[config.mk]
export PLATFORM = sky130hd
export DESIGN_NAME = e2q_fold
export DESIGN_NICKNAME = d
export VERILOG_FILES = /design/src/hdl/e2q_pkg.sv /design/src/hdl/e2q_fold.sv
export SDC_FILE = /design/constraint.sdc
export NUM_CORES = 1
export LEC_CHECK = 0
export BUFFER_PORTS_ARGS = -buffer_cell sky130_fd_sc_hd__buf_2
export CORE_MARGIN = 5
export CORE_UTILIZATION = 31
export CTS_BUF_LIST = sky130_fd_sc_hd__clkbuf_2
export CTS_CLUSTER_SIZE = 16
export DETAILED_ROUTE_END_ITERATION = 16
export GPL_TIMING_DRIVEN = 0
export SYNTH_ARGS = -nofsm -noshare
export SYNTH_HDL_FRONTEND = slang
export SYNTH_SLANG_ARGS = --single-unit
[constraint.sdc]
create_clock -name i_clk -period 3.79 [get_ports i_clk]
set_input_delay 0.9475 -clock i_clk [delete_from_list [all_inputs] [get_ports i_clk]]
set_output_delay 0.9475 -clock i_clk [all_outputs]
set_load 0.005 [all_outputs]
[src/hdl/e2q_pkg.sv]
// Types, constants and the arctangent table of the Euler to quaternion block.
`default_nettype none
package e2q_pkg;
    localparam int CORDIC_STEPS_DEF = 16;
    localparam int ATAN_ENTRIES     = 24;
    localparam int ZW               = 33;

    localparam logic signed [33:0] Q30_PI      = 34'sd3373259426;
    localparam logic signed [33:0] Q30_HALF_PI = 34'sd1686629713;
    localparam logic signed [ZW-1:0] Q30_GAIN  = 33'sd652032874;

    typedef struct packed {
        logic signed [ZW-1:0] x;
        logic signed [ZW-1:0] y;
        logic signed [ZW-1:0] z;
        logic                 flip;
    } t_lane;

    typedef t_lane [2:0] t_lanes;

    // atan(2^-i) in Q.30, truncated; zero past the table
    function automatic logic signed [ZW-1:0] atan_q30(input int idx);
        logic signed [ZW-1:0] v;
        case (idx)
            0:  v = 33'sh03243F6A8;
            1:  v = 33'sh01DAC6705;
            2:  v = 33'sh00FADBAFC;
            3:  v = 33'sh007F56EA6;
            4:  v = 33'sh003FEAB76;
            5:  v = 33'sh001FFD55B;
            6:  v = 33'sh000FFFAAA;
            7:  v = 33'sh0007FFF55;
            8:  v = 33'sh0003FFFEA;
            9:  v = 33'sh0001FFFFD;
            10: v = 33'sh0000FFFFF;
            11: v = 33'sh00007FFFF;
            12: v = 33'sh00003FFFF;
            13: v = 33'sh00001FFFF;
            14: v = 33'sh00000FFFF;
            15: v = 33'sh000007FFF;
            16: v = 33'sh000003FFF;
            17: v = 33'sh000001FFF;
            18: v = 33'sh000000FFF;
            19: v = 33'sh0000007FF;
            20: v = 33'sh0000003FF;
            21: v = 33'sh0000001FF;
            22: v = 33'sh0000000FF;
            23: v = 33'sh00000007F;
            default: v = '0;
        endcase
        return v;
    endfunction
endpackage
`default_nettype wire

[src/hdl/e2q_fold.sv]
// Input stage: halve each angle, fold it by quadrant and seed the rotation.
`default_nettype none
module e2q_fold (
    input  wire logic          i_clk,
    input  wire logic          i_rst_n,
    input  wire logic          i_en,
    input  wire logic          i_valid,
    input  wire logic [47:0]   i_angles,
    output e2q_pkg::t_lanes    o_lanes,
    output logic               o_valid
);
    import e2q_pkg::*;

    t_lanes r_lanes, n_lanes;
    logic   r_valid;

    // Fold each half angle into [-pi/2, pi/2]
    always_comb begin
        logic signed [33:0] z;
        for (int k = 0; k < 3; k++) begin
            z = 34'($signed(i_angles[16*k +: 16])) <<< 17;
            n_lanes[k].x = Q30_GAIN;
            n_lanes[k].y = '0;
            n_lanes[k].flip = 1'b0;
            if (z > Q30_HALF_PI) begin
                z = z - Q30_PI;
                n_lanes[k].flip = 1'b1;
            end else if (z < -Q30_HALF_PI) begin
                z = z + Q30_PI;
                n_lanes[k].flip = 1'b1;
            end
            n_lanes[k].z = z[ZW-1:0];
        end
    end

    always_ff @(posedge i_clk) begin
        if (!i_rst_n) begin
            r_valid <= 1'b0;
        end else if (i_en) begin
            r_valid <= i_valid;
        end
    end

    always_ff @(posedge i_clk) begin
        if (i_en) begin
            r_lanes <= n_lanes;
        end
    end

    assign o_lanes = r_lanes;
    assign o_valid = r_valid;
endmodule
`default_nettype wire

# --- Word level (Yosys, flattened, before mapping) ---
# Index checks and enable logic that the tools add are counted.
word_totals:
  elab_cells: 28
  register_bits: 103
  output_inout_bits: 301
op_classes:
  add_sub_neg: 6
  n_lt_le_gt_ge: 6
  n_mux: 9
ops:
  columns: ["operator", "n"]
  rows:
  - ["2-to-1 mux 33 bit", 6]
  - ["adder 33 bit (second input constant)", 3]
  - ["greater-than comparator 33 x 32 -> 1 bit (second input constant)", 3]
  - ["less-than comparator 33 x 32 -> 1 bit (second input constant)", 3]
  - ["subtractor 33 bit (second input constant)", 3]
  - ["2-to-1 mux 1 bit", 3]

# --- Logic depth before layout (Yosys ltp) ---
depth:
  word_depth: 3
  depth_mapped: 9
  mapped_depth_nobuf: 9

# --- Worst setup path before layout ---
# No wires, ideal clock.
synth_timing:
  kind: "in2reg"
  start: "in i_angles[37]"
  end: "reg r_lanes, in the netlist o_lanes[232] (data pin)"
  arrival_time_ps: 2512
  path_stages: 7
  setup_ps: 264
  path_slack_ps: 1014
  required_ps: 3526
  n_path_buf: 1
  cell_sequence: "buf_6 > or3_4 > o21a_1 > or3_4 > a211o_1 > a32oi_1 > xnor2_1"
synth_lines:
  columns: ["item", "line_no", "source"]
  rows:
  - ["start: declaration", "e2q_fold.sv:8", "input wire logic [47:0] i_angles,"]
  - ["end signal: assignment", "e2q_fold.sv:46", "r_lanes <= n_lanes;"]
  - ["end: declaration", "e2q_fold.sv:14", "t_lanes r_lanes, n_lanes;"]

==> results_dict.tcl <==
set metrics [dict create \
    outcome "finished, final reports clean" \
    cts_resized 0 \
    ctsHoldBuffers 0 \
    dp_cells 1183 \
    clock_power_share_pct 20.5 \
    path_common_cell "clkbuf_1" \
    grt_usage_pct 12.5 \
    fin_skew_ns 0 \
    post_synth_num_cell_types 63 \
    die_area_um2 20800 \
    core_um2 17800 \
    max_slew.worst_pin.slew_ns 0.859 \
    grt_max_degree 59 \
    drive_gt1_share_pct 42.1 \
    yosys_warnings 0 \
    io_buffers 133 \
    die_x_um 144 \
    drv_cap 0 \
    p_int_uw 1290 \
    irDropWorstVdd_uv 137 \
    dr.pass1.iters 4 \
    synthArstFlopShare_pct 0 \
    cpPeakStageDelay_ns 0.50 \
    post-route-util_pct 41.5 \
    p_leak_uw 0.00386 \
    routed_wl_um 14200 \
    cts.sinks 58 \
    fmax_mhz 359 \
    gp_congestion 0.863 \
    stdcell_count 1201 \
    synth_seq_cells 58 \
    hpwl_um 11800 \
    maxSlewViolCount 0 \
    crit_chain "buf_2, clkbuf_1, nand3_1, a21oi_1, a31o_2, clkbuf_1, buf_1, o22ai_1, xor2_1" \
    syn_avg_cell_area_um2 8.97 \
    post-route-period-util_pct 73.5 \
    critPathLaunchType "input port" \
    cts_tree "built" \
    syn_inst 622 \
    crit_path_end_kind "flop" \
    insertion_delay_ns 0.48 \
    critical_path_required_ns 4.02 \
    powerDensity_nw_per_um2 254 \
    rows 49 \
    grt_util_met3_pct 3.77 \
    setup_viol 0 \
    combPwrFrac_pct 36.0 \
    first_global_vias 4204 \
    synth-edff-count 57 \
    gr-total-overflow 0 \
    yosys_most_used_dff "edfxtp_1" \
    ios 353 \
    seq_area_frac_synth_pct 31.0 \
    nNetsFinal 1030 \
    slowest_stage "buf_1" \
    grt_pass1_wl_um 20700 \
    cp.arrival_ns 3.02 \
    grtUsageMet2_pct 21.6 \
    hold_path.class "flop to flop" \
    clock_path_buffers 2 \
    ant_nets 0 \
    cts_root_buffer "clkbuf_2" \
    path_class "input port to flop" \
    power.share.switching_pct 31.4 \
    met1_usage_pct 14.6 \
    num_vias 4625 \
    wl_per_cell_um 11.8 \
    crit_fanout 10 \
    clk_pin_slew_ns 0.16 \
    remaining_drc_errors 0 \
    finalPower_uw 1880 \
    synth_area_um2 5580 \
    hold_viol 0 \
    via_per_inst 3.85 \
    area_growth_pct 32.7 \
    min_period_ns 2.79 \
    rsz0062_at_grt "false" \
    pwr-share-seq_pct 43.5 \
    start_util_pct 31.3 \
    tns_ns 0 \
    switching_power_uw 592 \
    top_usage_layer "met2" \
    cts_inserted_buffers 9 \
    htree_levels 3 \
    die_y_um 144 \
    post-cts-setup-buffers 0 \
    grt_antenna_before_repair 1 \
    slew_headroom_pct 42.1 \
    drtIter0Drc 136 \
]
synth_stat cells, types with 5 or more instances:
| cell type | instances | area, um^2 |
|---|---|---|
| nand3_1 | 8 | 40.0 |
| xor2_1 | 15 | 131 |
| nor3_1 | 9 | 45.0 |
| o21ai_0 | 21 | 105 |
| a31oi_1 | 8 | 50.1 |
| o22ai_1 | 8 | 50.1 |
| a21oi_1 | 12 | 60.1 |
| buf_2 | 8 | 40.0 |
| buf_4 | 243 | 1820 |
| xnor2_1 | 25 | 219 |
| nand2_1 | 35 | 131 |
| ha_1 | 12 | 150 |
| nor2_1 | 24 | 90.1 |
| edfxtp_1 | 57 | 1710 |
| inv_1 | 19 | 71.3 |
| clkbuf_1 | 18 | 67.6 |
| and3_1 | 5 | 31.3 |
path summary, 6_finish.rpt:
check             cells past startpoint           to  slack, ns         from
setup / recovery                      9  o_lanes[26]       1.00  i_angles[9]
hold / removal                        2      o_valid       0.53      o_valid
setup reg to reg                      2      o_valid       3.20      o_valid
hold reg to reg                       2      o_valid       0.53      o_valid
registers in the layout, indices dropped and copies added (netlist names):
signal	cells
o_valid	1
o_lanes	57
power by group through the flow:
stage          clock, uW  combinational (uW)  sequential (uW)
2_1_floorplan          0                 442              846
3_3_place_gp           0                 667              834
3_5_place_dp           0                 667              837
4_1_cts              417                 669              823
5_1_grt              439                 755              829
6_report             387                 678              819
worst max-delay path, delay by kind of cell:
family                    cells  cell delay (ns)
and+or+nand+nor               1             0.12
AOI/OAI and AO/OA             3             0.50
xor gates and xnor gates      1             0.18
buffers and inverters         4             1.26
cell families after synthesis:
group / count (synthesis) / share of synthesized area [%]
DFF: 58 / 31.0
AOI/OAI and AO/OA: 100 / 12.6
xor gates and xnor gates: 40 / 6.28
adders and majority gates: 12 / 2.69
other: 2 / 0.135
muxes: 3 / 0.538
and+or+nand+nor: 113 / 10.2
buffers and inverters: 294 / 36.4
through the flow:
stage	hold slack, ns	cell area [um^2]	setup WS, ns
2_1_floorplan	0.507	6330	1.01
3_3_place_gp	0.499	7280	0.449
3_5_place_dp	0.515	7280	0.494
4_1_cts	0.541	7380	1.06
5_1_grt	0.593	7410	0.853
6_report	0.532	7410	1.00
layout make-up:
class | count | area [um^2]
Antenna cell | 1 | 2.50
Buffer | 273 | 1950
Clock buffer | 9 | 45.0
Clock inverter | 7 | 60.1
Fill cell | 1817 | 10400
Inverter | 21 | 78.8
Multi-Input combinational cell | 469 | 2560
Sequential cell | 58 | 1730
Tap cell | 229 | 287
Timing Repair Buffer | 134 | 686
layout by cell type (no fill, tap or decap), drive strengths merged, types with 6 or more instances in the layout:
master	Yosys	routed
nor2	24	24
nand2	35	35
conb	2	201
a31oi	8	8
edfxtp	57	57
o21ai	22	22
nand3	8	8
a21oi	12	12
or3	6	6
clkinv	2	7
ha	12	12
xnor2	25	25
buf	255	389
o22ai	8	8
inv	19	19
clkbuf	18	27
nor3	9	9
xor2	15	15
layer usage:
layer / share of wire [%] / up-vias
met3: 11 / 13
met5: 0 / -
met4: 1.3 / 0
met1: 39 / 1991
li1: - / 2376
met2: 49 / 245
No activity file was read; power rests on OpenSTA's default activity.
