[config.mk]
export PLATFORM = sky130hd
export DESIGN_NAME = e2q_cell
export DESIGN_NICKNAME = d
export VERILOG_FILES = /design/src/hdl/e2q_pkg.sv /design/src/hdl/e2q_cell.sv
export SDC_FILE = /design/constraint.sdc
export NUM_CORES = 1
export LEC_CHECK = 0
export BUFFER_PORTS_ARGS = -buffer_cell sky130_fd_sc_hd__buf_2
export CAP_MARGIN = 20
export CORE_MARGIN = 4
export CORE_UTILIZATION = 35
export DETAILED_ROUTE_END_ITERATION = 6
export PLACE_DENSITY = 0.54
export SYNTH_ARGS = -nofsm -noshare
export SYNTH_HDL_FRONTEND = slang
export SYNTH_SLANG_ARGS = --single-unit
[constraint.sdc]
create_clock -name i_clk -period 8.25 [get_ports i_clk]
set_clock_uncertainty 0.05 [all_clocks]
set_input_delay 1.65 -clock i_clk [delete_from_list [all_inputs] [get_ports i_clk]]
set_output_delay 1.65 -clock i_clk [all_outputs]
set_load 0.02 [all_outputs]
[src/hdl/e2q_pkg.sv]
// Types, constants and the arctangent table of the Euler to quaternion block.
`default_nettype none
package e2q_pkg;
    localparam int CORDIC_STEPS_DEF = 16;
    localparam int ATAN_ENTRIES     = 24;
    localparam int ZW               = 33;

    localparam logic signed [33:0] Q30_PI      = 34'sd3373259426;
    localparam logic signed [33:0] Q30_HALF_PI = 34'sd1686629713;
    localparam logic signed [ZW-1:0] Q30_GAIN  = 33'sd652032874;

    typedef struct packed {
        logic signed [ZW-1:0] x;
        logic signed [ZW-1:0] y;
        logic signed [ZW-1:0] z;
        logic                 flip;
    } t_lane;

    typedef t_lane [2:0] t_lanes;

    // atan(2^-i) in Q.30, truncated; zero past the table
    function automatic logic signed [ZW-1:0] atan_q30(input int idx);
        logic signed [ZW-1:0] v;
        case (idx)
            0:  v = 33'sh03243F6A8;
            1:  v = 33'sh01DAC6705;
            2:  v = 33'sh00FADBAFC;
            3:  v = 33'sh007F56EA6;
            4:  v = 33'sh003FEAB76;
            5:  v = 33'sh001FFD55B;
            6:  v = 33'sh000FFFAAA;
            7:  v = 33'sh0007FFF55;
            8:  v = 33'sh0003FFFEA;
            9:  v = 33'sh0001FFFFD;
            10: v = 33'sh0000FFFFF;
            11: v = 33'sh00007FFFF;
            12: v = 33'sh00003FFFF;
            13: v = 33'sh00001FFFF;
            14: v = 33'sh00000FFFF;
            15: v = 33'sh000007FFF;
            16: v = 33'sh000003FFF;
            17: v = 33'sh000001FFF;
            18: v = 33'sh000000FFF;
            19: v = 33'sh0000007FF;
            20: v = 33'sh0000003FF;
            21: v = 33'sh0000001FF;
            22: v = 33'sh0000000FF;
            23: v = 33'sh00000007F;
            default: v = '0;
        endcase
        return v;
    endfunction
endpackage
`default_nettype wire

[src/hdl/e2q_cell.sv]
// One rotation-mode CORDIC iteration for the three angle lanes.
`default_nettype none
module e2q_cell #(
    parameter int STEP = 0
) (
    input  wire logic          i_clk,
    input  wire logic          i_rst_n,
    input  wire logic          i_en,
    input  e2q_pkg::t_lanes    i_lanes,
    input  wire logic          i_valid,
    output e2q_pkg::t_lanes    o_lanes,
    output logic               o_valid
);
    import e2q_pkg::*;

    localparam logic signed [ZW-1:0] ATAN = atan_q30(STEP);

    t_lanes r_lanes, n_lanes;
    logic   r_valid;

    // Rotate toward zero residual angle
    always_comb begin
        logic signed [ZW-1:0] dx, dy;
        for (int k = 0; k < 3; k++) begin
            dx = $signed(i_lanes[k].y) >>> STEP;
            dy = $signed(i_lanes[k].x) >>> STEP;
            n_lanes[k].flip = i_lanes[k].flip;
            if (!i_lanes[k].z[ZW-1]) begin
                n_lanes[k].x = i_lanes[k].x - dx;
                n_lanes[k].y = i_lanes[k].y + dy;
                n_lanes[k].z = i_lanes[k].z - ATAN;
            end else begin
                n_lanes[k].x = i_lanes[k].x + dx;
                n_lanes[k].y = i_lanes[k].y - dy;
                n_lanes[k].z = i_lanes[k].z + ATAN;
            end
        end
    end

    always_ff @(posedge i_clk) begin
        if (!i_rst_n) begin
            r_valid <= 1'b0;
        end else if (i_en) begin
            r_valid <= i_valid;
        end
    end

    always_ff @(posedge i_clk) begin
        if (i_en) begin
            r_lanes <= n_lanes;
        end
    end

    assign o_lanes = r_lanes;
    assign o_valid = r_valid;
endmodule
`default_nettype wire

# ---- Yosys cells after proc, flatten, opt, wreduce, memory -nomap -nowiden
# Index checks and enable logic that the tools add are counted.
dict set report op_classes {
  add_sub_neg 15
  muxes 3
}
# operator count
set op_table {}
lappend op_table {{99-bit 2-to-1 mux} 3}
lappend op_table {{33-bit subtractor} 6}
lappend op_table {{33-bit by 31-bit adder with 33-bit output (second input constant)} 3}
lappend op_table {{33-bit adder} 3}
lappend op_table {{33-bit by 31-bit subtractor with 33-bit output (second input constant)} 3}
dict set report word_totals {
  register_bits 301
}

# ---- Logic depth before layout (Yosys ltp)
dict set report logic_depth {
  word_depth 2
  mapped_depth 15
}

# ---- Least setup slack after synthesis
# No wires, ideal clock.
dict set report synth_timing {
  kind {input-to-reg}
  start {in i_lanes[133] (netlist name)}
  end {reg r_lanes, in the netlist o_lanes[132] (data pin)}
  arrival_ps 4761
  required_ps 7942
  setup_slack_ps 3181
  cell_stages 14
  n_path_buf 2
  path_cell_list {clkbuf_1 inv_1 buf_1 fa_1 a211oi_1 o21ai_0 nand3_1 a211o_1 a211oi_1 o21a_1 o21a_1 a41o_1 o41a_1 xor2_1}
}
# item line
set synth_lines {}
lappend synth_lines {{from (decl)} e2q_cell.sv:9} ;# input e2q_pkg::t_lanes i_lanes,
lappend synth_lines {{to (signal assigned)} e2q_cell.sv:50} ;# r_lanes <= n_lanes;
lappend synth_lines {{to (decl)} e2q_cell.sv:18} ;# t_lanes r_lanes, n_lanes;

==> metrics.txt <==
status complete, no violations; Max IR drop VDD about 120 uV; hold slack 0.523 ns; Pwr Total 6230 uW; # H-tree levels 2; final hold vios 0; Yosys cell types 93; Pins Over Slew Limit 0; compound-cell area share of the yosys netlist 0.240; largest net degree at the start of global routing 132; CP required about 8.5 ns; post-CTS setup buffer count 0; clock buffer count from CTS 41; max_slew headroom 0.302; post-route setup slack 3.15 ns; R2R depth 2; GP Congestion 0.893; RSZ-0062 raised after global routing false; Synth async-reset ratio 0; row count about 110; critical path class in -> reg; crit path launch type input pin; synth top area cells edfxtp_1 (31%), ha_1 (16%), a21oi_1 (7.0%), xnor2_1 (6.5%), inv_1 (4.1%); Routed Antenna Nets 0; Max Cap Viol 0; Worst-Skew Late Latency between 0.5 and 0.6 ns; Total Routing Usage GR 0.218; clk root buf clkbuf_16; worst min-delay path class reg -> reg; Yosys top cell area share 0.308; vias in the first global route 25200; R2R setup slack 7.56 ns; sequential fraction of the synthesis area 0.309; Main synth FF type edfxtp_1; # hold bufs at CTS 0; Synth Register Bits 298; EDFF count, synth 297; DP HPWL 80.0 mm; Synth Area in Adders 0.169; Initial Utilization 0.353; Syn Inst Count 3315; Post-Syn Nets 4003; crit path capture type register; WHS Endpoint o_valid; hold wc startpoint o_valid; initial antenna violation count 23; Initial DRC Count between 2000 and 2500; Finish-stage setup viols 0; Syn-to-layout area delta 18.1%; die area 87300 um^2; Yosys Warn Count 0; first-pass GRT wire length 150 mm; post-synthesis mux area share 0.0135; Nets between 4000 and 5000; Post-Route WL 100 mm; Lkg Pwr 0.0155 uW; Max Freq 196 MHz; Avg Cell Area, Syn 8.72 um^2; worst slew pin tran 1.05 ns; Synth area leader edfxtp_1; total congestion overflow 0; crit-path max FO 33; final worst-path cycle share 0.618; hold path cells 2; DRC errors left 0; PortBufs 604; pre-CTS setup slack 2.62 ns; # IOs a little over 600; Die X 295 um; Period minus WS final slightly above 5 ns; Post-Syn Area around 29000 um^2; clk buf depth 3; cts repair resizes 0; Die H 295 um; PwrDens between 150 and 200 nW/um^2; Synth Area in XOR/XNOR 0.0803; DR WL/cell 20.3 um; TNS Setup 0 ns; DRT Pass-1 Iters 5; via count about 27000; worst reg2reg startpoint o_valid; clock sink total 298; CTS tree yes; Critical Path AT around 5.4 ns; layout cells sized above 1 0.186; Clock transition at path regs 0.06 ns; Util after Layout 0.416; simple-gate portion of the synthesized area 0.125; fillers 8439; Vias/cell approximately 5.4; largest family of logic cells by synthesized area compound AO/OA/AOI/OAI gates; core box area 82000 um^2; worst flop-to-flop path endpoint o_valid
where the power goes:
group          leakage [uW]  switching, uW  internal [uW]
sequential          0.00292           74.5           2010
clock              0.000640            718           1050
combinational        0.0119           1540            841
total                0.0155           2330           3900
cells by family (layout without fill, tap and decap cells):
logic type / count (synthesis) / after routing
flip-flops: 298 / 298
other: 0 / 15
XOR/XNOR: 265 / 265
AO/OA/AOI/OAI: 1103 / 1103
buffers and inverters: 464 / 1010
AND/OR/NAND/NOR: 762 / 762
adder cells (fa/ha/maj): 384 / 384
multiplexers: 39 / 39
worst max-delay path by stage:
stage                     cells after the start         start  slack [ns]            to
final                                        14  i_lanes[233]        3.15  o_lanes[231]
after global routing                         14  i_lanes[233]        2.86  o_lanes[231]
after CTS                                    14  i_lanes[233]        3.24  o_lanes[231]
after detailed placement                     14  i_lanes[233]        2.62  o_lanes[231]
after global placement                       14  i_lanes[233]        2.66  o_lanes[231]
after floorplan                              14  i_lanes[133]        3.18  o_lanes[132]
stage by stage:
step / cell area, um^2 / instances
finish: 34100 / 4946
floorplan: 28900 / 3315
CTS: 34100 / 4931
detailed placement: 32800 / 4858
global route: 34100 / 4941
global placement: 32800 / 4858
flip-flops by register name, summed over array words and instances (netlist names):
| signal | cells |
|---|---|
| o_valid | 1 |
| o_lanes | 297 |
worst max-delay path, cell delays in order:
cell and delay, ns:
buf_4 0.20, clkinv_1 0.50, buf_4 0.48, ha_1 0.37
o21a_1 0.14, a2111oi_0 0.59, nor3b_1 0.16, o21ai_1 0.20
a31oi_1 0.18, a21oi_1 0.28, o21ai_1 0.15, a21o_1 0.19
a21oi_1 0.17, xnor2_1 0.08
synthesized netlist by cell type, drive strengths merged, types with 8 or more instances:
master and number:
a21oi 404, ha 372, inv 315, edfxtp 297
nor2 272, o21ai 222, xnor2 213, nand2 159
a21o 118, clkbuf 98, o21bai 68, nor3 64
xor2 52, buf 42, nand3 42, nand2b 40
mux2i 39, nand4 37, nor2b 36, a31oi 34
a211oi 32, o21a 28, o31ai 26, o211ai 25
or3 22, or2 16, and2 14, and3 14
a2111oi 13, nor4 13, a211o 12, fa 12
a221oi 9, a311oi 9, clkinv 9, o22ai 9
or4 9, a21boi 8, nor3b 8, o221ai 8
o41ai 8
cell usage in the layout (no fill, tap or decap), types with 34 or more instances in the layout:
cell type / synthesis / layout
xnor2_1: 213 / 213
nor2_1: 272 / 272
nand3_1: 42 / 42
buf_2: 16 / 600
nand2b_1: 40 / 40
xor2_1: 52 / 52
nand4_1: 37 / 37
mux2i_1: 39 / 39
a21oi_1: 402 / 402
inv_1: 314 / 311
nand2_1: 159 / 159
a31oi_1: 34 / 34
clkbuf_16: 0 / 43
nor3_1: 64 / 64
ha_1: 372 / 372
a21o_1: 118 / 118
o21ai_0: 198 / 198
o21bai_1: 68 / 68
nor2b_1: 36 / 36
edfxtp_1: 297 / 297
layout make-up:
| type | count | area, um^2 | area share |
|---|---|---|---|
| Clock buffer | 50 | 1110 | 0.0326 |
| Clock inverter | 23 | 198 | 0.00579 |
| Timing Repair Buffer | 613 | 3120 | 0.0914 |
| Sequential cell | 298 | 8940 | 0.262 |
| Tap cell | 1070 | 1340 | 0.0392 |
| Multi-Input combinational cell | 2553 | 18200 | 0.532 |
| Antenna cell | 15 | 37.5 | 0.00110 |
| Inverter | 324 | 1220 | 0.0356 |
routing by layer:
layer | wire (um) | track usage | vias to the layer above
met5 | 53 | 0 | -
met1 | 43700 | 0.291 | 12600
met4 | 2740 | 0.0634 | 8
met3 | 5940 | 0.0334 | 136
met2 | 47900 | 0.367 | 869
li1 | - | - | 13000
Power figures use the tool's default switching activity.
